[config.mk]
export PLATFORM = sky130hd
export DESIGN_NAME = grid_cell_mean_classifier
export DESIGN_NICKNAME = d
export VERILOG_FILES = /design/src/rtl/gcmc_pkg.sv /design/src/rtl/gcmc_div.sv /design/src/rtl/gcmc_cell.sv /design/src/rtl/gcmc_front.sv /design/src/rtl/grid_cell_mean_classifier.sv
export VERILOG_INCLUDE_DIRS = /design/src /design/src/rtl
export SDC_FILE = /design/constraint.sdc
export NUM_CORES = 2
export LEC_CHECK = 0
export ABC_AREA = 1
export BUFFER_PORTS_ARGS = -buffer_cell sky130_fd_sc_hd__buf_4
export CAP_MARGIN = 10
export CORE_ASPECT_RATIO = 0.8
export CORE_UTILIZATION = 50
export DETAILED_ROUTE_END_ITERATION = 10
export PLACE_DENSITY = 0.65
export SYNTH_ARGS = -nofsm -noshare
export SYNTH_HDL_FRONTEND = slang
export SYNTH_SLANG_ARGS = --single-unit
[constraint.sdc]
create_clock -name clk_i -period 12.25 [get_ports clk_i]
set_clock_uncertainty 0.05 [all_clocks]
set_input_delay 1.8375 -clock clk_i [delete_from_list [all_inputs] [get_ports clk_i]]
set_output_delay 1.8375 -clock clk_i [all_outputs]
set_load 0.02 [all_outputs]
[src/rtl/grid_cell_mean_classifier_macros.svh]
// ----------------------------------------------------------------------------
// Grid cell mean classifier assertion macros
// Concurrent check wrappers; they expand to nothing in synthesis.
// ----------------------------------------------------------------------------
`ifndef GRID_CELL_MEAN_CLASSIFIER_MACROS_SVH
`define GRID_CELL_MEAN_CLASSIFIER_MACROS_SVH

`ifndef SYNTHESIS
`define GCMC_ASSERT(name, clk, rstn, prop) \
  name: assert property (@(posedge clk) disable iff (!rstn) prop) \
    else $error("grid_cell_mean_classifier: check failed");
`define GCMC_NEVER(name, clk, rstn, expr) \
  name: assert property (@(posedge clk) disable iff (!rstn) !(expr)) \
    else $error("grid_cell_mean_classifier: forbidden condition");
`else
`define GCMC_ASSERT(name, clk, rstn, prop)
`define GCMC_NEVER(name, clk, rstn, expr)
`endif

`endif

[src/rtl/gcmc_pkg.sv]
// ----------------------------------------------------------------------------
// Grid cell mean classifier package
// Widths, codes and the item types shared by the classifier modules.
// ----------------------------------------------------------------------------
`default_nettype none

package gcmc_pkg;

  localparam int unsigned COL_W          = 10;
  localparam int unsigned FS_W           = 11;
  localparam int unsigned CS_W           = 7;
  localparam int unsigned CNT_W          = 7;
  localparam int unsigned OFS_W          = 6;
  localparam int unsigned CELL_W         = 6;
  localparam int unsigned SUM_W          = 20;
  localparam int unsigned LIM_W          = 22;
  localparam int unsigned CNTPIX_W       = 14;
  localparam int unsigned PROD_W         = 22;
  localparam int unsigned GRAY_W         = 8;
  localparam int unsigned IDX_W          = 3;
  localparam int unsigned CFG_W          = 11;
  localparam int unsigned DIV_STEPS      = 10;
  localparam int unsigned CELL_SIDE_MAX  = 64;
  localparam int unsigned FRAME_SIDE_MAX = 1024;

  localparam int unsigned GRAY_R     = 4899;
  localparam int unsigned GRAY_G     = 9617;
  localparam int unsigned GRAY_B     = 1868;
  localparam int unsigned GRAY_RND   = 8192;
  localparam int unsigned GRAY_SHIFT = 14;

  typedef enum logic [IDX_W-1:0] {
    CFG_FRAME_SIDE  = 3'd0,
    CFG_CELLS       = 3'd1,
    CFG_CELL_SIDE   = 3'd2,
    CFG_MARGIN      = 3'd3,
    CFG_DARK_LIMIT  = 3'd4,
    CFG_LIGHT_LIMIT = 3'd5
  } cfg_idx_e;

  typedef enum logic [1:0] {
    PIECE_EMPTY = 2'd0,
    PIECE_DARK  = 2'd1,
    PIECE_LIGHT = 2'd2
  } piece_e;

  typedef struct packed {
    logic              valid;
    logic              win;
    logic              first;
    logic              emit;
    logic              force0;
    logic              done;
    logic [CELL_W-1:0] cx;
    logic [3:0]        cy;
    logic [GRAY_W-1:0] gray;
    logic [SUM_W-1:0]  sum;
  } tok_t;

  typedef struct packed {
    logic [FS_W-1:0] fs;
    logic [CS_W-1:0] cs;
    logic [CS_W-1:0] cs_m1;
    logic [CNT_W-1:0] n;
    logic [CNT_W-1:0] n_m1;
    logic [CS_W-1:0] lo;
    logic [CS_W-1:0] hi;
    logic            have_win;
    logic            grid_ok;
  } geom_t;

  typedef struct packed {
    logic             load;
    logic [COL_W-1:0] quo_col;
    logic [CS_W-1:0]  rem_col;
    logic [COL_W-1:0] quo_row;
    logic [CS_W-1:0]  rem_row;
  } divres_t;

endpackage

`default_nettype wire

[src/rtl/gcmc_div.sv]
// ----------------------------------------------------------------------------
// Position realign divider
// Splits the pixel column and row into cell index and offset, one bit a cycle.
// ----------------------------------------------------------------------------
`default_nettype none

module gcmc_div (
  input  logic                    clk_i,
  input  logic                    rst_ni,
  input  logic                    start_i,
  input  logic [gcmc_pkg::COL_W-1:0] col_i,
  input  logic [gcmc_pkg::COL_W-1:0] row_i,
  input  logic [gcmc_pkg::CS_W-1:0]  divisor_i,
  output logic                    busy_o,
  output gcmc_pkg::divres_t       res_o
);
  import gcmc_pkg::*;

  localparam int unsigned STEP_W = $clog2(DIV_STEPS);

  logic              busy_q, done_q;
  logic [STEP_W-1:0] step_q;
  logic [COL_W-1:0]  a_q, b_q;
  logic [CS_W-1:0]   ra_q, rb_q;
  logic [CS_W:0]     ra_t, rb_t, dv;
  logic              ge_a, ge_b;
  logic [CS_W-1:0]   ra_d, rb_d;

  always_comb begin
    dv   = {1'b0, divisor_i};
    ra_t = {ra_q, a_q[COL_W-1]};
    rb_t = {rb_q, b_q[COL_W-1]};
    ge_a = ra_t >= dv;
    ge_b = rb_t >= dv;
    ra_d = ge_a ? CS_W'(ra_t - dv) : ra_t[CS_W-1:0];
    rb_d = ge_b ? CS_W'(rb_t - dv) : rb_t[CS_W-1:0];
  end

  always_ff @(posedge clk_i or negedge rst_ni) begin
    if (!rst_ni) begin
      busy_q <= 1'b0;
      done_q <= 1'b0;
      step_q <= '0;
    end else if (start_i) begin
      busy_q <= 1'b1;
      done_q <= 1'b0;
      step_q <= STEP_W'(DIV_STEPS - 1);
    end else if (busy_q) begin
      if (step_q == '0) begin
        busy_q <= 1'b0;
        done_q <= 1'b1;
      end else begin
        step_q <= step_q - STEP_W'(1);
      end
    end else begin
      done_q <= 1'b0;
    end
  end

  always_ff @(posedge clk_i) begin
    if (start_i) begin
      a_q  <= col_i;
      b_q  <= row_i;
      ra_q <= '0;
      rb_q <= '0;
    end else if (busy_q) begin
      a_q  <= {a_q[COL_W-2:0], ge_a};
      b_q  <= {b_q[COL_W-2:0], ge_b};
      ra_q <= ra_d;
      rb_q <= rb_d;
    end
  end

  assign busy_o          = busy_q | done_q;
  assign res_o.load      = done_q;
  assign res_o.quo_col   = a_q;
  assign res_o.rem_col   = ra_q;
  assign res_o.quo_row   = b_q;
  assign res_o.rem_row   = rb_q;

endmodule

`default_nettype wire

[src/rtl/gcmc_cell.sv]
// ----------------------------------------------------------------------------
// Classifier chain cell
// Holds the window sum of one grid column and passes each item on.
// ----------------------------------------------------------------------------
`default_nettype none

module gcmc_cell #(
  parameter int unsigned IDX = 0
) (
  input  logic           clk_i,
  input  logic           rst_ni,
  input  logic           adv_i,
  input  gcmc_pkg::tok_t tok_i,
  output gcmc_pkg::tok_t tok_o
);
  import gcmc_pkg::*;

  logic [SUM_W-1:0] sum_q, sum_d;
  logic             hit;
  logic             valid_q;
  tok_t             pl_q, pl_d;

  always_comb begin
    hit   = tok_i.valid && tok_i.win && (tok_i.cx == CELL_W'(IDX));
    sum_d = tok_i.first ? SUM_W'(tok_i.gray) : sum_q + SUM_W'(tok_i.gray);
    pl_d  = tok_i;
    if (hit) begin
      pl_d.sum = sum_d;
    end
  end

  always_ff @(posedge clk_i or negedge rst_ni) begin
    if (!rst_ni) begin
      sum_q   <= '0;
      valid_q <= 1'b0;
    end else if (adv_i) begin
      valid_q <= tok_i.valid;
      if (hit) begin
        sum_q <= sum_d;
      end
    end
  end

  always_ff @(posedge clk_i) begin
    if (adv_i) begin
      pl_q <= pl_d;
    end
  end

  always_comb begin
    tok_o       = pl_q;
    tok_o.valid = valid_q;
  end

endmodule

`default_nettype wire

[src/rtl/gcmc_front.sv]
// ----------------------------------------------------------------------------
// Classifier front end
// Tracks raster position, decodes window flags and converts pixels to gray.
// ----------------------------------------------------------------------------
`default_nettype none

module gcmc_front #(
  parameter int unsigned MAX_CELLS = 16
) (
  input  logic                       clk_i,
  input  logic                       rst_ni,
  input  logic                       adv_i,
  input  logic                       accept_i,
  input  logic [7:0]                 blue_i,
  input  logic [7:0]                 green_i,
  input  logic [7:0]                 red_i,
  input  logic                       frame_start_i,
  input  gcmc_pkg::geom_t            geom_i,
  input  gcmc_pkg::divres_t          div_i,
  output logic [gcmc_pkg::COL_W-1:0] col_o,
  output logic [gcmc_pkg::COL_W-1:0] row_o,
  output gcmc_pkg::tok_t             tok_o
);
  import gcmc_pkg::*;

  logic [COL_W-1:0] col_q, row_q, col_d, row_d;
  logic [OFS_W-1:0] ox_q, oy_q, ox_d, oy_d;
  logic [CNT_W-1:0] cx_q, cy_q, cx_d, cy_d;

  logic [COL_W-1:0] p_col, p_row;
  logic [OFS_W-1:0] p_ox, p_oy;
  logic [CNT_W-1:0] p_cx, p_cy, cx_inc, cy_inc;
  logic [CS_W-1:0]  oxe, oye;
  logic [FS_W-1:0]  nxt_col, nxt_row;
  logic             in_grid, in_win, first, emit, done;
  logic             col_wrap, row_wrap, ox_end, oy_end;
  logic             load_cx_sat, load_cy_sat;

  logic                s1_valid_q, s2_valid_q;
  tok_t                s1_q, s2_q, s1_d, s2_d;
  logic [PROD_W-1:0]   pr_q, pg_q, pb_q, gsum;

  always_comb begin
    p_col = frame_start_i ? '0 : col_q;
    p_row = frame_start_i ? '0 : row_q;
    p_ox  = frame_start_i ? '0 : ox_q;
    p_oy  = frame_start_i ? '0 : oy_q;
    p_cx  = frame_start_i ? '0 : cx_q;
    p_cy  = frame_start_i ? '0 : cy_q;
    oxe   = {1'b0, p_ox};
    oye   = {1'b0, p_oy};

    in_grid = geom_i.grid_ok && (p_cx < geom_i.n) && (p_cy < geom_i.n);
    in_win  = geom_i.have_win && (oxe >= geom_i.lo) && (oxe <= geom_i.hi) &&
              (oye >= geom_i.lo) && (oye <= geom_i.hi);
    first   = (oxe == geom_i.lo) && (oye == geom_i.lo);
    emit    = geom_i.have_win ?
              (in_win && (oxe == geom_i.hi) && (oye == geom_i.hi)) :
              ((oxe == geom_i.cs_m1) && (oye == geom_i.cs_m1));
    done    = (p_cx == geom_i.n_m1) && (p_cy == geom_i.n_m1);

    nxt_col  = {1'b0, p_col} + FS_W'(1);
    nxt_row  = {1'b0, p_row} + FS_W'(1);
    col_wrap = nxt_col >= geom_i.fs;
    row_wrap = nxt_row >= geom_i.fs;
    ox_end   = (oxe + CS_W'(1)) == geom_i.cs;
    oy_end   = (oye + CS_W'(1)) == geom_i.cs;
    cx_inc   = (p_cx >= CNT_W'(MAX_CELLS)) ? p_cx : p_cx + CNT_W'(1);
    cy_inc   = (p_cy >= CNT_W'(MAX_CELLS)) ? p_cy : p_cy + CNT_W'(1);

    col_d = p_col;
    row_d = p_row;
    ox_d  = p_ox;
    oy_d  = p_oy;
    cx_d  = p_cx;
    cy_d  = p_cy;
    if (col_wrap) begin
      col_d = '0;
      ox_d  = '0;
      cx_d  = '0;
      if (row_wrap) begin
        row_d = '0;
        oy_d  = '0;
        cy_d  = '0;
      end else begin
        row_d = nxt_row[COL_W-1:0];
        oy_d  = oy_end ? '0 : p_oy + OFS_W'(1);
        cy_d  = oy_end ? cy_inc : p_cy;
      end
    end else begin
      col_d = nxt_col[COL_W-1:0];
      ox_d  = ox_end ? '0 : p_ox + OFS_W'(1);
      cx_d  = ox_end ? cx_inc : p_cx;
    end

    load_cx_sat = div_i.quo_col > COL_W'(MAX_CELLS);
    load_cy_sat = div_i.quo_row > COL_W'(MAX_CELLS);
  end

  always_ff @(posedge clk_i or negedge rst_ni) begin
    if (!rst_ni) begin
      col_q <= '0;
      row_q <= '0;
      ox_q  <= '0;
      oy_q  <= '0;
      cx_q  <= '0;
      cy_q  <= '0;
    end else if (div_i.load) begin
      ox_q <= div_i.rem_col[OFS_W-1:0];
      oy_q <= div_i.rem_row[OFS_W-1:0];
      cx_q <= load_cx_sat ? CNT_W'(MAX_CELLS) : div_i.quo_col[CNT_W-1:0];
      cy_q <= load_cy_sat ? CNT_W'(MAX_CELLS) : div_i.quo_row[CNT_W-1:0];
    end else if (accept_i) begin
      col_q <= col_d;
      row_q <= row_d;
      ox_q  <= ox_d;
      oy_q  <= oy_d;
      cx_q  <= cx_d;
      cy_q  <= cy_d;
    end
  end

  always_ff @(posedge clk_i or negedge rst_ni) begin
    if (!rst_ni) begin
      s1_valid_q <= 1'b0;
      s2_valid_q <= 1'b0;
    end else if (adv_i) begin
      s1_valid_q <= accept_i && in_grid;
      s2_valid_q <= s1_valid_q;
    end
  end

  assign gsum = pr_q + pg_q + pb_q + PROD_W'(GRAY_RND);

  always_comb begin
    s1_d        = '0;
    s1_d.valid  = 1'b1;
    s1_d.win    = in_win;
    s1_d.first  = first;
    s1_d.emit   = emit;
    s1_d.force0 = !geom_i.have_win;
    s1_d.done   = done;
    s1_d.cx     = p_cx[CELL_W-1:0];
    s1_d.cy     = p_cy[3:0];
    s2_d        = s1_q;
    s2_d.gray   = gsum[GRAY_SHIFT +: GRAY_W];
  end

  always_ff @(posedge clk_i) begin
    if (adv_i) begin
      s1_q <= s1_d;
      pr_q <= PROD_W'(red_i) * PROD_W'(GRAY_R);
      pg_q <= PROD_W'(green_i) * PROD_W'(GRAY_G);
      pb_q <= PROD_W'(blue_i) * PROD_W'(GRAY_B);
      s2_q <= s2_d;
    end
  end

  always_comb begin
    tok_o       = s2_q;
    tok_o.valid = s2_valid_q;
  end

  assign col_o = col_q;
  assign row_o = row_q;

endmodule

`default_nettype wire

[src/rtl/grid_cell_mean_classifier.sv]
// ----------------------------------------------------------------------------
// Grid cell mean classifier
// Sums gray levels in the inner window of each grid cell and classifies it.
// ----------------------------------------------------------------------------
// Takes one pixel per clock. Each pixel goes through two front stages (gray
// products, gray sum), then a row of MAX_CELLS cells that each keep the window
// sum of one grid column, then an output register. A stall on the output side
// freezes the whole pipeline. After reset and after every register write the
// input is held off while a bit-serial divider maps the current raster position
// onto the new cell size.
`default_nettype none

`include "grid_cell_mean_classifier_macros.svh"

module grid_cell_mean_classifier #(
  parameter int unsigned MAX_CELLS = 16
) (
  input  logic                        clk_i,
  input  logic                        rst_ni,
  input  logic                        s_axis_tvalid,
  output logic                        s_axis_tready,
  input  logic [23:0]                 s_axis_tdata,  // blue, green, red
  input  logic                        s_axis_tuser,  // frame_start
  output logic                        m_axis_tvalid,
  input  logic                        m_axis_tready,
  output logic [15:0]                 m_axis_tdata,  // cell_row, cell_col, piece, zero pad
  output logic                        m_axis_tlast,  // frame_done
  input  logic                        cfg_valid_i,
  output logic                        cfg_ready_o,
  input  logic [gcmc_pkg::IDX_W-1:0]  cfg_index_i,
  input  logic [gcmc_pkg::CFG_W-1:0]  cfg_data_i
);
  import gcmc_pkg::*;

  logic [10:0] frame_side_q;
  logic [4:0]  cells_q;
  logic [6:0]  cell_side_q;
  logic [4:0]  margin_q;
  logic [7:0]  dark_q, light_q;
  logic        cfg_fire, pend_q;

  geom_t                geom_q, geom_d;
  logic [CS_W-1:0]      side_q, two_m;
  logic [CNTPIX_W-1:0]  count_q;
  logic [LIM_W-1:0]     dark_cnt_q, light_cnt_q;

  logic              adv, busy, accept, div_busy;
  divres_t           div_res;
  logic [COL_W-1:0]  col, row;
  tok_t              chain [MAX_CELLS+1];
  tok_t              tail;
  logic [LIM_W-1:0]  tail_sum;
  piece_e            piece_d;

  logic              m_valid_q;
  logic [3:0]        out_row_q, out_col_q;
  piece_e            out_piece_q;
  logic              out_done_q;

  assign cfg_ready_o = 1'b1;
  assign cfg_fire    = cfg_valid_i && cfg_ready_o;

  always_ff @(posedge clk_i or negedge rst_ni) begin
    if (!rst_ni) begin
      frame_side_q <= 11'd480;
      cells_q      <= 5'd12;
      cell_side_q  <= 7'd40;
      margin_q     <= 5'd5;
      dark_q       <= 8'd90;
      light_q      <= 8'd230;
      pend_q       <= 1'b1;
    end else begin
      pend_q <= cfg_fire;
      if (cfg_fire) begin
        case (cfg_index_i)
          CFG_FRAME_SIDE:  frame_side_q <= cfg_data_i[10:0];
          CFG_CELLS:       cells_q      <= cfg_data_i[4:0];
          CFG_CELL_SIDE:   cell_side_q  <= cfg_data_i[6:0];
          CFG_MARGIN:      margin_q     <= cfg_data_i[4:0];
          CFG_DARK_LIMIT:  dark_q       <= cfg_data_i[7:0];
          CFG_LIGHT_LIMIT: light_q      <= cfg_data_i[7:0];
          default: ;
        endcase
      end
    end
  end

  always_comb begin
    geom_d.fs = (frame_side_q == '0) ? FS_W'(1) :
                (frame_side_q > FS_W'(FRAME_SIDE_MAX)) ? FS_W'(FRAME_SIDE_MAX) :
                frame_side_q;
    geom_d.cs = (cell_side_q > CS_W'(CELL_SIDE_MAX)) ? CS_W'(CELL_SIDE_MAX) : cell_side_q;
    geom_d.n  = ({2'b00, cells_q} > CNT_W'(MAX_CELLS)) ? CNT_W'(MAX_CELLS) :
                {2'b00, cells_q};
    geom_d.cs_m1    = geom_d.cs - CS_W'(1);
    geom_d.n_m1     = geom_d.n - CNT_W'(1);
    geom_d.lo       = {2'b00, margin_q};
    two_m           = {1'b0, margin_q, 1'b0};
    geom_d.hi       = geom_d.cs - CS_W'(1) - geom_d.lo;
    geom_d.have_win = two_m < geom_d.cs;
    geom_d.grid_ok  = (geom_d.cs != '0) && (geom_d.n != '0);
  end

  always_ff @(posedge clk_i) begin
    geom_q      <= geom_d;
    side_q      <= geom_d.cs - two_m;
    count_q     <= CNTPIX_W'(side_q) * CNTPIX_W'(side_q);
    dark_cnt_q  <= LIM_W'(dark_q) * LIM_W'(count_q);
    light_cnt_q <= LIM_W'(light_q) * LIM_W'(count_q);
  end

  gcmc_div u_div (
    .clk_i     (clk_i),
    .rst_ni    (rst_ni),
    .start_i   (pend_q),
    .col_i     (col),
    .row_i     (row),
    .divisor_i (geom_q.cs),
    .busy_o    (div_busy),
    .res_o     (div_res)
  );

  assign busy          = pend_q | div_busy;
  assign adv           = !m_valid_q || m_axis_tready;
  assign s_axis_tready = adv && !busy;
  assign accept        = s_axis_tvalid && s_axis_tready;

  gcmc_front #(
    .MAX_CELLS (MAX_CELLS)
  ) u_front (
    .clk_i         (clk_i),
    .rst_ni        (rst_ni),
    .adv_i         (adv),
    .accept_i      (accept),
    .blue_i        (s_axis_tdata[7:0]),
    .green_i       (s_axis_tdata[15:8]),
    .red_i         (s_axis_tdata[23:16]),
    .frame_start_i (s_axis_tuser),
    .geom_i        (geom_q),
    .div_i         (div_res),
    .col_o         (col),
    .row_o         (row),
    .tok_o         (chain[0])
  );

  for (genvar i = 0; i < MAX_CELLS; i++) begin : g_cell
    gcmc_cell #(
      .IDX (i)
    ) u_cell (
      .clk_i  (clk_i),
      .rst_ni (rst_ni),
      .adv_i  (adv),
      .tok_i  (chain[i]),
      .tok_o  (chain[i+1])
    );
  end

  assign tail     = chain[MAX_CELLS];
  assign tail_sum = LIM_W'(tail.sum);

  always_comb begin
    piece_d = PIECE_EMPTY;
    if (!tail.force0) begin
      if (tail_sum < dark_cnt_q) begin
        piece_d = PIECE_DARK;
      end else if (tail_sum > light_cnt_q) begin
        piece_d = PIECE_LIGHT;
      end
    end
  end

  always_ff @(posedge clk_i or negedge rst_ni) begin
    if (!rst_ni) begin
      m_valid_q <= 1'b0;
    end else if (adv) begin
      m_valid_q <= tail.valid && tail.emit;
    end
  end

  always_ff @(posedge clk_i) begin
    if (adv) begin
      out_row_q   <= tail.cy;
      out_col_q   <= tail.cx[3:0];
      out_piece_q <= piece_d;
      out_done_q  <= tail.done;
    end
  end

  assign m_axis_tvalid = m_valid_q;
  assign m_axis_tdata  = {6'b000000, out_piece_q, out_col_q, out_row_q};
  assign m_axis_tlast  = out_done_q;

  `GCMC_ASSERT(a_cfg_holds_input, clk_i, rst_ni, cfg_fire |=> !s_axis_tready)
  `GCMC_NEVER(a_load_vs_accept, clk_i, rst_ni, div_res.load && accept)
  `GCMC_NEVER(a_piece_code, clk_i, rst_ni, m_axis_tvalid && (m_axis_tdata[9:8] == 2'b11))

endmodule

`default_nettype wire

Yosys cells after proc, flatten, opt, wreduce, memory -nomap -nowiden
Index checks and enable logic that the tools add are counted.
{"block": "op_classes", "n_addsub": 34, "n_mul": 6, "magnitude_cmp": 20, "eq_ne": 32, "n_mux": 83, "bitwise_logic": 3, "reduce_logical": 86}
{"operator": "20-bit 2-to-1 mux", "n": 31}
{"operator": "20-bit by 8-bit adder with 20-bit output", "n": 16}
{"operator": "7-bit 2-to-1 mux", "n": 18}
{"operator": "10-bit 2-to-1 mux", "n": 9}
{"operator": "6-bit 2-to-1 mux", "n": 11}
{"operator": "6-bit by 4-bit equality test with 1-bit output (second input constant)", "n": 8}
{"operator": "1-bit logical AND", "n": 48}
{"operator": "2-bit AND reduction", "n": 24}
{"operator": "8-bit by 14-bit multiplier with 22-bit output", "n": 2}
{"operator": "6-bit by 7-bit equality test with 1-bit output", "n": 4}
{"operator": "7-bit equality test", "n": 4}
{"operator": "6-bit by 3-bit equality test with 1-bit output (second input constant)", "n": 4}
{"operator": "10-bit by 1-bit adder with 11-bit output (second input constant)", "n": 2}
{"operator": "21-bit by 22-bit adder with 22-bit output", "n": 1}
{"operator": "22-bit by 14-bit adder with 22-bit output (second input constant)", "n": 1}
{"operator": "22-bit by 19-bit adder with 22-bit output", "n": 1}
{"operator": "11-bit greater-or-equal comparator", "n": 2}
{"operator": "20-bit by 22-bit > comparator with 1-bit output", "n": 1}
{"operator": "20-bit by 22-bit < comparator with 1-bit output", "n": 1}
{"operator": "8-bit by 14-bit multiplier with 22-bit output (second input constant)", "n": 1}
{"operator": "8-bit by 13-bit multiplier with 21-bit output (second input constant)", "n": 1}
{"operator": "10-bit by 5-bit > comparator with 1-bit output (second input constant)", "n": 2}
{"operator": "8-bit by 9-bit multiplier with 17-bit output (second input constant)", "n": 1}
{"operator": "8-bit by 7-bit greater-or-equal comparator with 1-bit output", "n": 2}
{"operator": "other kinds (42)", "n": 69}
{"block": "word_totals", "register_bits": 1370, "in_bits": 44, "output_inout_bits": 20, "elab_cells": 497}

Logic depth before layout (Yosys ltp)
{"block": "logic_depth", "ltp_word": 9, "ltp_mapped": 25, "mapped_depth_nobuf": 23}

Cells and area by module
Synthesis repeated with hierarchy kept, for this count alone.
{"block": "hier_totals", "hier_cells": 9962, "area_unflattened_um2": 84815.1}
{"module": "grid_cell_mean_classifier", "instances": 1, "cells_per_inst": 2028, "area_per_inst_um2": 15282.2, "seq_area_each_um2": 3768.6}
{"module": "gcmc_front", "instances": 1, "cells_per_inst": 1621, "area_per_inst_um2": 14224.9, "seq_area_each_um2": 4144.0}
{"module": "gcmc_cell (g_cell[10].u_cell ...)", "instances": 4, "cells_per_inst": 373, "area_per_inst_um2": 3286.9, "seq_area_each_um2": 1816.7}
{"module": "gcmc_cell (g_cell[11].u_cell ...)", "instances": 2, "cells_per_inst": 373, "area_per_inst_um2": 3311.9, "seq_area_each_um2": 1816.7}
{"module": "gcmc_cell (g_cell[4].u_cell ...)", "instances": 2, "cells_per_inst": 374, "area_per_inst_um2": 3311.9, "seq_area_each_um2": 1816.7}
{"module": "gcmc_cell (g_cell[13].u_cell ...)", "instances": 2, "cells_per_inst": 373, "area_per_inst_um2": 3295.7, "seq_area_each_um2": 1816.7}
{"module": "gcmc_cell (g_cell[1].u_cell ...)", "instances": 2, "cells_per_inst": 372, "area_per_inst_um2": 3283.1, "seq_area_each_um2": 1816.7}
{"module": "gcmc_cell (g_cell[3].u_cell)", "instances": 1, "cells_per_inst": 372, "area_per_inst_um2": 3308.2, "seq_area_each_um2": 1816.7}
{"module": "gcmc_cell (g_cell[12].u_cell)", "instances": 1, "cells_per_inst": 373, "area_per_inst_um2": 3298.2, "seq_area_each_um2": 1816.7}
{"module": "gcmc_cell (g_cell[0].u_cell)", "instances": 1, "cells_per_inst": 373, "area_per_inst_um2": 3291.9, "seq_area_each_um2": 1816.7}
{"module": "gcmc_cell (g_cell[15].u_cell)", "instances": 1, "cells_per_inst": 371, "area_per_inst_um2": 3281.9, "seq_area_each_um2": 1816.7}
{"module": "gcmc_div", "instances": 1, "cells_per_inst": 348, "area_per_inst_um2": 2575.0, "seq_area_each_um2": 1031.0}

Worst setup path before layout
OpenSTA, ideal clock, no wires.
{"block": "synth_path", "path_type": "input port to flip-flop", "from": "in m_axis_tready", "to": "reg g_cell[0].u_cell.pl_q (netlist bit g_cell[0].u_cell.tok_o[0]), enable pin", "setup_ns": 0.813, "arrival_time_ns": 11.487, "t_required_ns": 11.387, "setup_slack_ns": -0.100, "path_stages": 5, "n_path_buf": 3, "cell_sequence": "nor2_4 -> buf_2 -> buf_2 -> clkinv_1 -> buf_2"}
{"block": "synth_between", "elab_chain_cells": 1}
{"element": "start, declared", "line": "grid_cell_mean_classifier.sv:25", "rtl": "input logic m_axis_tready,"}
{"element": "1-bit logical OR", "line": "grid_cell_mean_classifier.sv:124", "rtl": "assign adv = !m_valid_q || m_axis_tready;"}
{"element": "end signal, assigned", "line": "gcmc_cell.sv:46", "rtl": "pl_q <= pl_d;"}
{"element": "end, declared", "line": "gcmc_cell.sv:21", "rtl": "tok_t pl_q, pl_d;"}
Every way passes these cells.
A chain may end at the register's enable or synchronous reset.

Final worst setup path
{"block": "layout_path", "from": "in s_axis_tuser", "to": "reg u_front.row_q[9] (netlist: u_front.row_o[9])"}
{"block": "layout_between", "elab_chain_cells": 5, "elab_cells_between_ends": 8, "cone_classes": "2 x add/sub; 2 x order compare; 4 x mux"}
{"element": "start, declared", "line": "grid_cell_mean_classifier.sv:23", "rtl": "input logic s_axis_tuser,"}
{"element": "10-bit 2-to-1 mux", "line": "gcmc_front.sv:45", "rtl": "p_row = frame_start_i ? '0 : row_q;"}
{"element": "10-bit by 1-bit adder with 11-bit output", "line": "gcmc_front.sv:63", "rtl": "nxt_row = {1'b0, p_row} + FS_W'(1);"}
{"element": "11-bit greater-or-equal comparator", "line": "gcmc_front.sv:65", "rtl": "row_wrap = nxt_row >= geom_i.fs;"}
{"element": "10-bit 2-to-1 mux", "line": "gcmc_front.sv:81", "rtl": "if (row_wrap) begin"}
{"element": "10-bit 2-to-1 mux (*)", "line": "gcmc_front.sv:77", "rtl": "if (col_wrap) begin"}
{"element": "end signal, assigned", "line": "gcmc_front.sv:115", "rtl": "row_q <= row_d;"}
{"element": "end, declared", "line": "gcmc_front.sv:26", "rtl": "logic [COL_W-1:0] col_q, row_q, col_d, row_d;"}
Mark *: on every way between the ends. The rest lies on a longest branch, timed or not.

==> results.ini <==
[clock_network]
cts.sinks = 1368
cts_inserted_buffers = 147
cts-resized-gates = 0
tritoncts = built
post-cts-setup-buffers = 0
cts-root-buf = clkbuf_16
cts_hold_buffers = 0
clock_latency_ns = 0.78
clkTransAtPathRegs_ns = 0.06
cts.path.max_buffers = 3
htreeDepth = 4

[detailed_routing]
routed_wl_um = 192900
drtIter0Drc = 5174
wire_per_inst_um = 17.28
first_pass_iters = 6
vias = 60100
drc = 0
viasPerCell = 5.385
ant_nets = 0

[cells_and_area]
finalNetCount = 9746
stdcell_area_um2 = 87130
utilization = 0.5522
nFillCells = 14050
area_growth_pct = 9.062
layout-drive-gt1-share = 0.05107
final_cells = 11160

[synthesis]
syn_inst = 8932
synth-seq-cells = 1368
ys.flop_type = edfxtp_1
ys_seq_area_frac = 0.4713
synth-async-reset-ratio = 0.3187
netlist_area_um2 = 79890
ys_warn_count = 0
synth_edf_count = 805
ys_types = 76
syn_area_per_cell_um2 = 8.944

[timing]
max_slew_margin = 0.2609
setup_viol = 0
period_share = 0.4452
rsz0062_at_grt = false
setup_tns_ns = 0
max_freq_mhz = 183.3
max_slew.worst_pin.slew_ns = 1.109
fin_crit_ns = 5.454
finalMaxSlewViolations = 0
hold_viol = 0

[global_route]
antenna_found_initial = 9
grt_start_max_net_pins = 188
grt_pass1_wl_um = 313100
grt_usage = 0.2398
grt_pass1_vias = 58000
grt-ovfl-total = 0

[min_path]
hold_class = reg2reg

[run]
maxCapViolCount = 0

[place]
gp_congestion = 0.9015
dp.cells = 10880
io_buffer_count = 56
placed_area_um2 = 82130
dp_hpwl_um = 142400

[worst_setup_path]
cp.arrival_ns = 6.07
required_ns = 12.86
endpoint_kind = register
startpoint_type = input port
crit_fanout = 37
r2r_slack_ns = 7.37
crit_type = in2reg

[power_and_ir_drop]
worst_ir_drop_vdd_mv = 0.1917
power_leakage_nw = 42.71
powerDensity_nw_per_um2 = 229.8
total_power_w = 0.02002

[floorplan]
die_h_um = 359.5
initial_core_util = 0.5064
rows = 130
die_area_um2 = 161400
die_x_um = 448.9
coreArea_um2 = 157800
io-pin-count = 64

[status]
status = complete, no violations

cell usage in the layout (no fill, tap or decap), types with 151 or more instances in the layout:
cell	n
edfxtp_1	805
clkbuf_16	153
nand2_1	2288
inv_1	1274
fa_1	232
ha_1	549
nand4_1	151
nand3_1	411
o21ai_0	814
a21oi_1	406
dfrtp_1	416
nor2_1	422
through the flow:
stage / setup WS (ns) / hold WS (ns)
3_5_place_dp: 6.069 / 0.3140
2_1_floorplan: 4.085 / 0.3176
4_1_cts: 6.882 / 0.3238
6_report: 6.796 / 0.3218
5_1_grt: 6.417 / 0.3491
3_3_place_gp: 6.041 / 0.2998
kinds of logic after synthesis:
| family | share of synthesized area |
|---|---|
| and+or+nand+nor | 0.1872 |
| buffers and inverters | 0.07544 |
| AOI/OAI and AO/OA | 0.1041 |
| DFF | 0.4713 |
| adders and majority gates | 0.1441 |
| xor gates and xnor gates | 0.01632 |
| muxes | 0.001378 |
| other | 0.00009400 |
final cells by class:
cell class,instances,area [µm²],share of cell area
clock buffers,202,4183,0.04801
repair buffers,85,683.2,0.007841
flip-flops and latches,1368,37650,0.4321
inverters,1299,4893,0.05616
multi-input cells,6020,36260,0.4162
clock inverters,72,810.8,0.009305
diodes,2,5.005,0.00005744
well taps,2112,2643,0.03033
flip-flops by register name, indices dropped and copies added, names as in the netlist, 8 cells and up:
signal                 cells
light_q                    8
count_q                   13
u_front.col_o             10
dark_cnt_q                22
u_front.s1_q              15
light_cnt_q               22
frame_side_q              11
u_front.row_o             10
u_front.pr_q              21
u_front.pb_q              17
geom_q                    49
dark_q                     8
g_cell.u_cell.tok_o      676
u_div.a_q                 10
g_cell.u_cell.valid_q     16
g_cell.u_cell.sum_q      320
u_div.b_q                 10
u_front.tok_o             23
u_front.pg_q              22
path summary, 6_finish.rpt:
check | endpoint | startpoint | cells after the start
setup / recovery | u_front.row_o[9]$_DFFE_PN0P_ | s_axis_tuser | 20
hold / removal | geom_q[54]$_SDFF_PP0_ | frame_side_q[10]$_DFFE_PN0P_ | 0
setup reg to reg | dark_cnt_q[14]$_DFF_P_ | count_q[7]$_DFF_P_ | 15
hold reg to reg | geom_q[54]$_SDFF_PP0_ | frame_side_q[10]$_DFFE_PN0P_ | 0
max in group asynchronous | g_cell[6].u_cell.sum_q[6]$_DFFE_PN0P_ | rst_ni | 3
min in group asynchronous | g_cell[11].u_cell.sum_q[8]$_DFFE_PN0P_ | rst_ni | 1
cell usage after synthesis, types with 7 or more instances:
| cell | number | area share |
|---|---|---|
| a211oi_1 | 14 | 0.0013 |
| a21boi_0 | 7 | 0.00066 |
| nand2_2 | 11 | 0.00086 |
| buf_4 | 7 | 0.00066 |
| o21ai_1 | 54 | 0.0034 |
| dfxtp_1 | 127 | 0.032 |
| clkbuf_2 | 13 | 0.00081 |
| nand3b_1 | 35 | 0.0033 |
| buf_2 | 40 | 0.0025 |
| o21ai_0 | 814 | 0.051 |
| xor2_1 | 102 | 0.011 |
| o31ai_1 | 11 | 0.0010 |
| nor3_1 | 74 | 0.0046 |
| edfxtp_1 | 805 | 0.30 |
| nand3_1 | 411 | 0.026 |
| o21bai_1 | 44 | 0.0041 |
| inv_2 | 19 | 0.00089 |
| o211ai_1 | 19 | 0.0018 |
| nor2_2 | 13 | 0.0010 |
| o2111ai_1 | 8 | 0.00088 |
| buf_6 | 7 | 0.00099 |
| nor4_1 | 31 | 0.0024 |
| nand4_1 | 151 | 0.012 |
| inv_1 | 1274 | 0.060 |
| fa_1 | 232 | 0.058 |
| ha_1 | 549 | 0.086 |
| nand2_1 | 2288 | 0.11 |
| o22ai_1 | 19 | 0.0015 |
| nor2_1 | 422 | 0.020 |
| a22oi_1 | 11 | 0.0010 |
| xnor2_1 | 45 | 0.0049 |
| dfstp_2 | 20 | 0.0066 |
| or2_2 | 36 | 0.0028 |
| a31oi_1 | 54 | 0.0042 |
| mux2i_1 | 11 | 0.0014 |
| nor2_4 | 7 | 0.00099 |
| dfrtp_1 | 416 | 0.13 |
| buf_1 | 15 | 0.00070 |
| a21oi_1 | 406 | 0.025 |
| o21a_1 | 20 | 0.0019 |
| a21o_1 | 27 | 0.0025 |
| clkbuf_1 | 174 | 0.0082 |
layer usage:
layer / global-route usage / routed length, µm / vias up
met1: 0.3466 / 91120 / 28630
met3: 0.03407 / 10260 / 261
met5: 0 / 34 / -
li1: - / - / 29630
met4: 0.05641 / 3841 / 6
met2: 0.3809 / 87600 / 1572
worst max-delay path, stage by stage:
cell	delay, ns
buf_4	0.24
inv_8	0.27
nand2_1	0.13
inv_1	0.13
ha_1	0.22
nand3_2	0.09
nor2_2	0.13
nand4_1	0.12
nor3_2	0.17
nand4_1	0.13
nand2_1	0.12
inv_1	0.05
ha_1	0.30
and3_1	0.20
nand3b_1	0.10
nand4_2	0.43
nor2_2	0.76
inv_2	0.32
o22ai_1	0.20
nor2_1	0.07
where the power goes:
group	switching [W]	internal, W	leakage [nW]	total (W)
clock	0.00189	0.00270	2.43	0.00460
sequential	0.000893	0.00604	15.9	0.00693
combinational	0.00534	0.00316	24.4	0.00850
Power figures use the tool's default switching activity.
